File: config.mk
export PLATFORM = sky130hd
export DESIGN_NAME = dmc_front_flat
export DESIGN_NICKNAME = d
export VERILOG_FILES = /design/src/hw/rtl/dmc_pkg.sv /design/src/hw/rtl/dmc_in_if.sv /design/src/hw/rtl/dmc_front.sv /design/src/flat_wrapper.sv
export SDC_FILE = /design/constraint.sdc
export NUM_CORES = 1
export LEC_CHECK = 0
export BUFFER_PORTS_ARGS = -buffer_cell sky130_fd_sc_hd__buf_2
export CAP_MARGIN = 20
export CORE_MARGIN = 5
export CORE_UTILIZATION = 45
export DETAILED_ROUTE_END_ITERATION = 10
export PLACE_DENSITY = 0.75
export SLEW_MARGIN = 20
export SYNTH_ARGS = -nofsm -noshare
export SYNTH_HDL_FRONTEND = slang
export SYNTH_SLANG_ARGS = --single-unit
File: constraint.sdc
create_clock -name clk -period 1.42 [get_ports clk]
set_input_delay 0.071 -clock clk [delete_from_list [all_inputs] [get_ports clk]]
set_output_delay 0.071 -clock clk [all_outputs]
set_load 0.005 [all_outputs]
File: src/hw/rtl/dmc_pkg.sv
// Shared constants and types for the direct-mapped write-back cache.
// Used by the channel interfaces, the front and back ends, the top level and the checker.
`timescale 1ns / 1ps

package dmc_pkg;

  localparam int ADDR_W        = 16;
  localparam int BYTE_W        = 8;
  localparam int RESULT_LINE_W = 64;

  localparam int LINE_COUNT_DEF   = 64;
  localparam int LINE_BYTES_DEF   = 8;
  localparam int STORE_BLOCKS_DEF = 8192;

  // depth of the queue between front and back, a power of two
  localparam int Q_DEPTH = 2;

  localparam logic OP_READ  = 1'b0;
  localparam logic OP_WRITE = 1'b1;

  typedef struct packed {
    logic [ADDR_W-1:0] addr;
    logic              is_write;
    logic [BYTE_W-1:0] wbyte;
  } req_t;

  // queue head as seen by the back end
  typedef struct packed {
    logic valid;
    req_t req;
  } fq_t;

  // back end status toward the front end
  typedef struct packed {
    logic pop;
    logic clearing;
  } bk_t;

endpackage

File: src/hw/rtl/dmc_in_if.sv
// Access channel: valid/ready handshake carrying one access word.
// Depends on dmc_pkg for field widths.
`timescale 1ns / 1ps

interface dmc_in_if;
  import dmc_pkg::*;

  logic              valid;
  logic              ready;
  logic [ADDR_W-1:0] access_address;
  logic              opcode;
  logic [BYTE_W-1:0] write_byte;

  modport source (output valid, access_address, opcode, write_byte, input ready);
  modport sink   (input valid, access_address, opcode, write_byte, output ready);
endinterface

File: src/hw/rtl/dmc_front.sv
// Front end: accepts access words, classifies the opcode and queues them for the back end.
// Depends on dmc_pkg and dmc_in_if.
`timescale 1ns / 1ps

module dmc_front (
  input  logic          clk,
  input  logic          rst_n,
  dmc_in_if.sink        in_ch,
  output dmc_pkg::fq_t  fq,
  input  dmc_pkg::bk_t  bk
);
  import dmc_pkg::*;

  localparam int QP_W = (Q_DEPTH > 1) ? $clog2(Q_DEPTH) : 1;
  localparam int QC_W = $clog2(Q_DEPTH + 1);

  req_t            q_mem_r [Q_DEPTH];
  logic [QP_W-1:0] wp_r, wp_nxt;
  logic [QP_W-1:0] rp_r, rp_nxt;
  logic [QC_W-1:0] cnt_r, cnt_nxt;
  logic            full;
  logic            push;
  req_t            req_in;

  assign full        = (cnt_r == QC_W'(Q_DEPTH));
  assign in_ch.ready = !full && !bk.clearing;
  assign push        = in_ch.valid && in_ch.ready;

  assign req_in.addr     = in_ch.access_address;
  assign req_in.is_write = (in_ch.opcode == OP_WRITE);
  assign req_in.wbyte    = in_ch.write_byte;

  always_comb begin
    wp_nxt  = push   ? wp_r + QP_W'(1) : wp_r;
    rp_nxt  = bk.pop ? rp_r + QP_W'(1) : rp_r;
    cnt_nxt = cnt_r + QC_W'(push) - QC_W'(bk.pop);
  end

  always_ff @(posedge clk) begin
    if (!rst_n) begin
      wp_r  <= '0;
      rp_r  <= '0;
      cnt_r <= '0;
    end else begin
      wp_r  <= wp_nxt;
      rp_r  <= rp_nxt;
      cnt_r <= cnt_nxt;
    end
  end

  always_ff @(posedge clk) begin
    if (push) begin
      q_mem_r[wp_r] <= req_in;
    end
  end

  assign fq.valid = (cnt_r != '0);
  assign fq.req   = q_mem_r[rp_r];

endmodule

File: src/flat_wrapper.sv
// flat-port wrapper written by rule: the top's interface ports become plain ports
module dmc_front_flat import dmc_pkg::*;
  (clk, rst_n, fq, bk, in_ch_valid, in_ch_access_address, in_ch_opcode, in_ch_write_byte, in_ch_ready);
  dmc_in_if in_ch_i ();
  input  logic clk;
  input  logic rst_n;
  output dmc_pkg::fq_t fq;
  input  dmc_pkg::bk_t bk;
  input wire logic [$bits(in_ch_i.valid)-1:0] in_ch_valid;
  input wire logic [$bits(in_ch_i.access_address)-1:0] in_ch_access_address;
  input wire logic [$bits(in_ch_i.opcode)-1:0] in_ch_opcode;
  input wire logic [$bits(in_ch_i.write_byte)-1:0] in_ch_write_byte;
  output wire logic [$bits(in_ch_i.ready)-1:0] in_ch_ready;
  assign in_ch_i.valid = in_ch_valid;
  assign in_ch_i.access_address = in_ch_access_address;
  assign in_ch_i.opcode = in_ch_opcode;
  assign in_ch_i.write_byte = in_ch_write_byte;
  assign in_ch_ready = in_ch_i.ready;
  dmc_front u_core (.clk(clk), .rst_n(rst_n), .in_ch(in_ch_i), .fq(fq), .bk(bk));
endmodule
==> flow_summary.ini, run 1 <==
[clock_tree]
cts_tree = yes
htreeDepth = 2
cts.sinks = 55
cts_buffers = 5
cts_buffer_depth = 2
cts_root_buf = clkbuf_8
insertion_delay_ps = 290
clk_pin_slew_worst_paths_ps = 90

[synthesis]
syn-cell-area_um2 = 2170
synthTopCellsByArea = edfxtp_1 69%, mux2_4 14%, dfxtp_1 4.6%
ys_seq_area_share_pct = 73.7
syn_area_per_cell_um2 = 21.1
yosysMostFrequentCell = edfxtp_1
synth_seq_cells = 55
async_flop_share_pct = 0
yosys.cell_types.count = 20
ys_top_cells_by_count = 50 x edfxtp_1, 20 x mux2_4, 5 x dfxtp_1, 5 x mux2_2, 4 x and2_1
synthCells = 103
ys.flop_type = edfxtp_1
syn-num-nets = 135
synth_top_area_share_pct = 69.1
synth_edf_count = 50
synth_warnings = 0
synth_top_area_cell = edfxtp_1

[critical_path]
required_ps = 1440
cp_max_fo = 7
critical_path_class = reg2reg
cp-end-kind = flip-flop
path_buf_inv = 2
r2r_end = u_core.q_mem_r[0][15]
cp_top_family = simple AND/OR/NAND/NOR gates
startpoint = u_core.cnt_r[1]
cpMaxStageDelayCell = dfxtp_2
r2r_start = u_core.cnt_r[1]
crit_path_cell_trace = nor2b_4 -> nor3b_4 -> and2b_2 -> buf_6 -> buf_16
cp-start-kind = flip-flop
cp_slowest_stage_delay_ps = 330
crit_arrival_ps = 1480
r2r_cells = 5
cp_num_cells = 5
cp-endpoint = u_core.q_mem_r[0][15]
r2r_slack_ps = -40

[placement]
place_ws_ps = -23.6
io_buffers = 56
gp_congestion = 0.633
hpwl_um = 2740

[layout]
fillers = 314
area_growth_pct = 41.8
diodes = 0
regArea_um2 = 1610
drive_above_1_share_pct = 55.1
post-route-util_pct = 65.6
final_nets = 236
multiInputGateArea_um2 = 539

[grt]
gr-usage-met2_pct = 24.4
grt_use_total_pct = 13.2
antenna_found_initial = 0
grt_max_degree = 16
use_met1_pct = 14.7
grt.met3_usage_pct = 3.05
grt-busiest-layer = met2
grt_pass1_vias = 1331
overflow = 0
grt_pass1_wl_um = 6220

[timing]
finalWorstSetupSlack_ps = -35.2
hold-worst-slack_ps = 63.4
drv_slew = 0
slew_headroom_pct = 84.6
fin_skew_ps = 2.99
finalSetupViolCount = 18
min_period_ps = 1460
fmax_ghz = 0.687
finalSetupTns_ps = -559
period_share_pct = 102
hold_viol = 0
worst_pin_slew_ps = 230
rsz0062_at_grt = yes

[die]
dieArea_um2 = 6320
fp.dieH_um = 79.5
core_um2 = 4690
fp.dieW_um = 79.5
boundaryPins = 57
rows = 25
start_util_pct = 46.3

[outcome]
status = finished, violations left
violations = negative setup slack

[run]
cap_violations = 0

[routing]
dr.first_iter.drc_count = 47
routed_via_density = 4.67
first_pass_iters = 4
drc = 0
wl_um = 4130
wl_per_cell_um = 15.9
ant_nets = 0
vias = 1210

[power]
p_leak_nw = 1.24
powerDensity_nw_per_um2 = 1130
ir_drop_mv = 0.465

[hold_path]
hold_class = in2reg
## stage by stage
| step | std cells | total power, mW | cell area [µm²] |
|---|---|---|---|
| final | 259 | 3.47 | 3080 |
| after global routing | 259 | 3.62 | 3080 |
| after CTS | 258 | 3.45 | 3020 |
| after detailed placement | 217 | 2.50 | 2580 |
| after global placement | 217 | 2.48 | 2580 |
| after floorplan | 103 | 2.27 | 2170 |
## sequential cells by signal (all words and copies together) (netlist names), named ones only
signal          flops
u_core.rp_r         1
u_core.wp_r         1
u_core.cnt_r        2
u_core.q_mem_r     50
## routing by layer
metal / share of wire [%] / routed length, µm
met5: 0 / 0
met4: 1.8 / 73
met3: 4.4 / 181
met2: 56 / 2310
met1: 38 / 1560
## worst min-delay path by stage
stage	start	end	cells after the start
global placement	in_ch_access_address[2]	u_core.q_mem_r[1][11]	1
floorplan	in_ch_write_byte[0]	u_core.q_mem_r[0][0]	0
finish	rst_n	flip-flop	2
detailed placement	in_ch_access_address[3]	u_core.q_mem_r[1][12]	1
CTS	rst_n	u_core.rp_r	2
global route	rst_n	u_core.rp_r	2
## power by group
part	internal, mW	switching, mW	leakage (nW)
Clock	0.391	0.443	0.0459
Combinational	0.443	0.257	0.699
Sequential	1.88	0.0487	0.500
## logic make-up (layout without fill, tap and decap cells)
kind of cell	after synthesis	in the layout	synth area share, %
adders and majority gates	2	2	1.15
xor gates and xnor gates	3	3	1.21
DFF	55	55	73.7
and+or+nand+nor	12	12	4.32
muxes	26	26	16.9
buffers and inverters	5	107	2.71
## what timing repair did
action	in CTS	in global routing
hold buffers	25	0
gates cloned	1	1
setup endpoints to repair	51	34
buffers inserted	7	2
endpoints found under the hold margin	50	0
pin swaps	0	5
gates resized for setup	4	14
## layout by cell type, fill, tap and decap left out
| cell | instances |
|---|---|
| and2_1 | 4 |
| and2_2 | 1 |
| and2b_2 | 1 |
| buf_12 | 3 |
| buf_16 | 1 |
| buf_2 | 53 |
| buf_4 | 6 |
| buf_6 | 7 |
| buf_8 | 1 |
| clkbuf_1 | 1 |
| clkbuf_16 | 1 |
| clkbuf_8 | 6 |
| clkinv_1 | 1 |
| dfxtp_1 | 2 |
| dfxtp_2 | 2 |
| dfxtp_4 | 1 |
| dlygate4sd3_1 | 25 |
| edfxtp_1 | 50 |
| ha_1 | 1 |
| ha_4 | 1 |
| inv_1 | 2 |
| mux2_2 | 3 |
| mux2_4 | 22 |
| mux2i_1 | 1 |
| nand2_1 | 1 |
| nand2b_1 | 1 |
| nor2_1 | 1 |
| nor2b_4 | 1 |
| nor3b_4 | 1 |
| or2_2 | 1 |
| xnor2_1 | 1 |
| xnor2_2 | 1 |
| xor2_1 | 1 |
## final cells by class
class	instances	area share (%)
flip-flops and latches	55	52.2
repair buffers	97	24.9
multi-input cells	43	17.5
clock buffers	7	2.80
well taps	54	2.19
inverters	2	0.244
clock inverters	1	0.122
## worst register-to-register path, cell delays in order (launching register included)
cell and delay (ps):
dfxtp_2 330, nor2b_4 130, nor3b_4 260, and2b_2 230
buf_6 120, buf_16 110
(Power assumes the default switching activity.)
==> run 2, diff against run 1 <==
- CAP_MARGIN: 20 -> default
- GPL_TIMING_DRIVEN: default -> 0
==> run 2 against run 1 <==
The run still ends with negative setup slack left. Total power grew 1.7%. Register-to-register slack gained 50 ps. Largest cell class unchanged. Clock power grew 0.7%. Critical path depth shrank 1. Non-clock buffer count shrank 5. Setup slack gained 27 ps. Highest routed layer unchanged. Critical endpoint is now fq[11].
==> flow_summary.ini, run 2 (synthesis results as in run 1) <==
[grt]
antenna_found_initial = 0
overflow = 0
grt_pass1_vias = 1313
grt_use_total_pct = 14.1
grt_pass1_wl_um = 6590
grt_max_degree = 19

[power]
netSwitchingPower_mw = 0.801
total_power_mw = 3.52
p_int_mw = 2.72
switching_share_pct = 22.7
ir_drop_mv = 0.610
powerDensity_nw_per_um2 = 1120
clkPwrFrac_pct = 23.9
p_seq_share_pct = 54.7
combPwrFrac_pct = 21.5
p_leak_nw = 1.26

[routing]
wl_per_cell_um = 17.0
wl_um = 4380
first_pass_iters = 3
ant_nets = 0
dr.first_iter.drc_count = 47
vias = 1233
drc = 0
routed_via_density = 4.78

[hold_path]
hold_class = in2reg

[timing]
hold_viol = 0
worst_pin_slew_ps = 308
rsz0062_at_grt = yes
fmax_ghz = 0.700
finalSetupViolCount = 4
min_period_ps = 1430
slew_headroom_pct = 79.4
drv_slew = 0
fin_skew_ps = 11.8
period_share_pct = 101
finalWorstSetupSlack_ps = -8.17

[clock_tree]
cts_root_buf = clkbuf_8
cts_tree = yes
cts_buffers = 5
cts_buffer_depth = 2
clk_pin_slew_worst_paths_ps = 90
insertion_delay_ps = 300
htreeDepth = 2
cts.sinks = 55

[die]
rows = 25
fp.dieW_um = 79.5
dieArea_um2 = 6320
fp.dieH_um = 79.5
boundaryPins = 57
core_um2 = 4690
start_util_pct = 46.3

[layout]
layout_commonest_cell = edfxtp_1
multiInputGateArea_um2 = 562
post-route-util_pct = 67.1
regArea_um2 = 1610
final_nets = 235
final_cell_mix = 50 x edfxtp_1, 36 x buf_2, 25 x dlygate4sd3_1
largest_reg_flops = 50
reg_top3 = u_core.q_mem_r x50, u_core.cnt_r x2
diodes = 0
regMostFlops = u_core.q_mem_r
fillers = 309
drive_above_1_share_pct = 55.4
fin_area_um2 = 3150
area_growth_pct = 44.9

[placement]
gp_congestion = 0.653
dpl_cell_area_um2 = 2520
io_buffers = 56
hpwl_um = 2500

[critical_path]
crit_arrival_ps = 1360
cp-start-kind = flip-flop
cp-end-kind = output pin
required_ps = 1350
critical_path_class = reg2out
cp_max_fo = 9

[outcome]
violations = negative setup slack
status = finished, violations left

[run]
cap_violations = 0
-- run 2: metrics by stage --
step | setup TNS (ps) | hold slack, ps | cells | setup WS, ps
after floorplan | -1890 | 170 | 103 | -42.1
after global placement | -10850 | 260 | 213 | -223
after detailed placement | -13890 | 265 | 213 | -300
after CTS | -222 | 29.4 | 253 | -17.1
after global routing | -1010 | 36.1 | 258 | -48.4
final | -12.8 | 39.9 | 258 | -8.17
-- run 2: path summary, 6_finish.rpt --
path / startpoint / endpoint / slack (ps) / depth (start not counted)
worst min register to register: u_core.rp_r / flip-flop / 580 / 2
worst max-delay path: flip-flop / fq[11] / -8 / 4
worst max register to register: u_core.cnt_r[0] / u_core.cnt_r[1] / 10 / 7
worst min-delay path: rst_n / flip-flop / 40 / 2
-- run 2: power groups by stage --
stage               sequential (mW)  combinational, mW  clock [mW]
finish                         1.93              0.757       0.841
global route                   1.94              0.809       0.949
CTS                            1.92              0.708       0.879
detailed placement             1.96              0.513           0
global placement               1.95              0.493           0
floorplan                      1.94              0.330           0
-- run 2: layout make-up --
class	count	area share [%]
Sequential cell	55	51.0
Timing Repair Buffer	89	24.0
Multi-Input combinational cell	47	17.8
Clock buffer	5	2.19
Tap cell	54	2.15
Buffer	3	1.91
Clock inverter	3	0.715
Inverter	2	0.238
-- run 2: per-layer routing --
| layer | routed length [µm] | GRT usage, % | vias up |
|---|---|---|---|
| li1 | - | - | 593 |
| met1 | 1710 | 15.4 | 596 |
| met2 | 2410 | 26.4 | 35 |
| met3 | 163 | 3.16 | 9 |
| met4 | 90 | 4.81 | 0 |
| met5 | 0 | 0 | - |
-- run 2: what timing repair did --
action / 4_1_cts / 5_1_grt
hold endpoints to repair: 50 / 0
pin swaps: 2 / 1
cloned: 2 / 4
gates resized for setup: 29 / 4
hold buffers: 25 / 0
setup endpoints to repair: 71 / 67
setup buffers: 5 / 1
-- run 2: critical path: stages, from the launching register on --
cell and delay, ps:
dfxtp_2 350, buf_12 140, clkbuf_16 150, mux2_4 300
buf_6 120
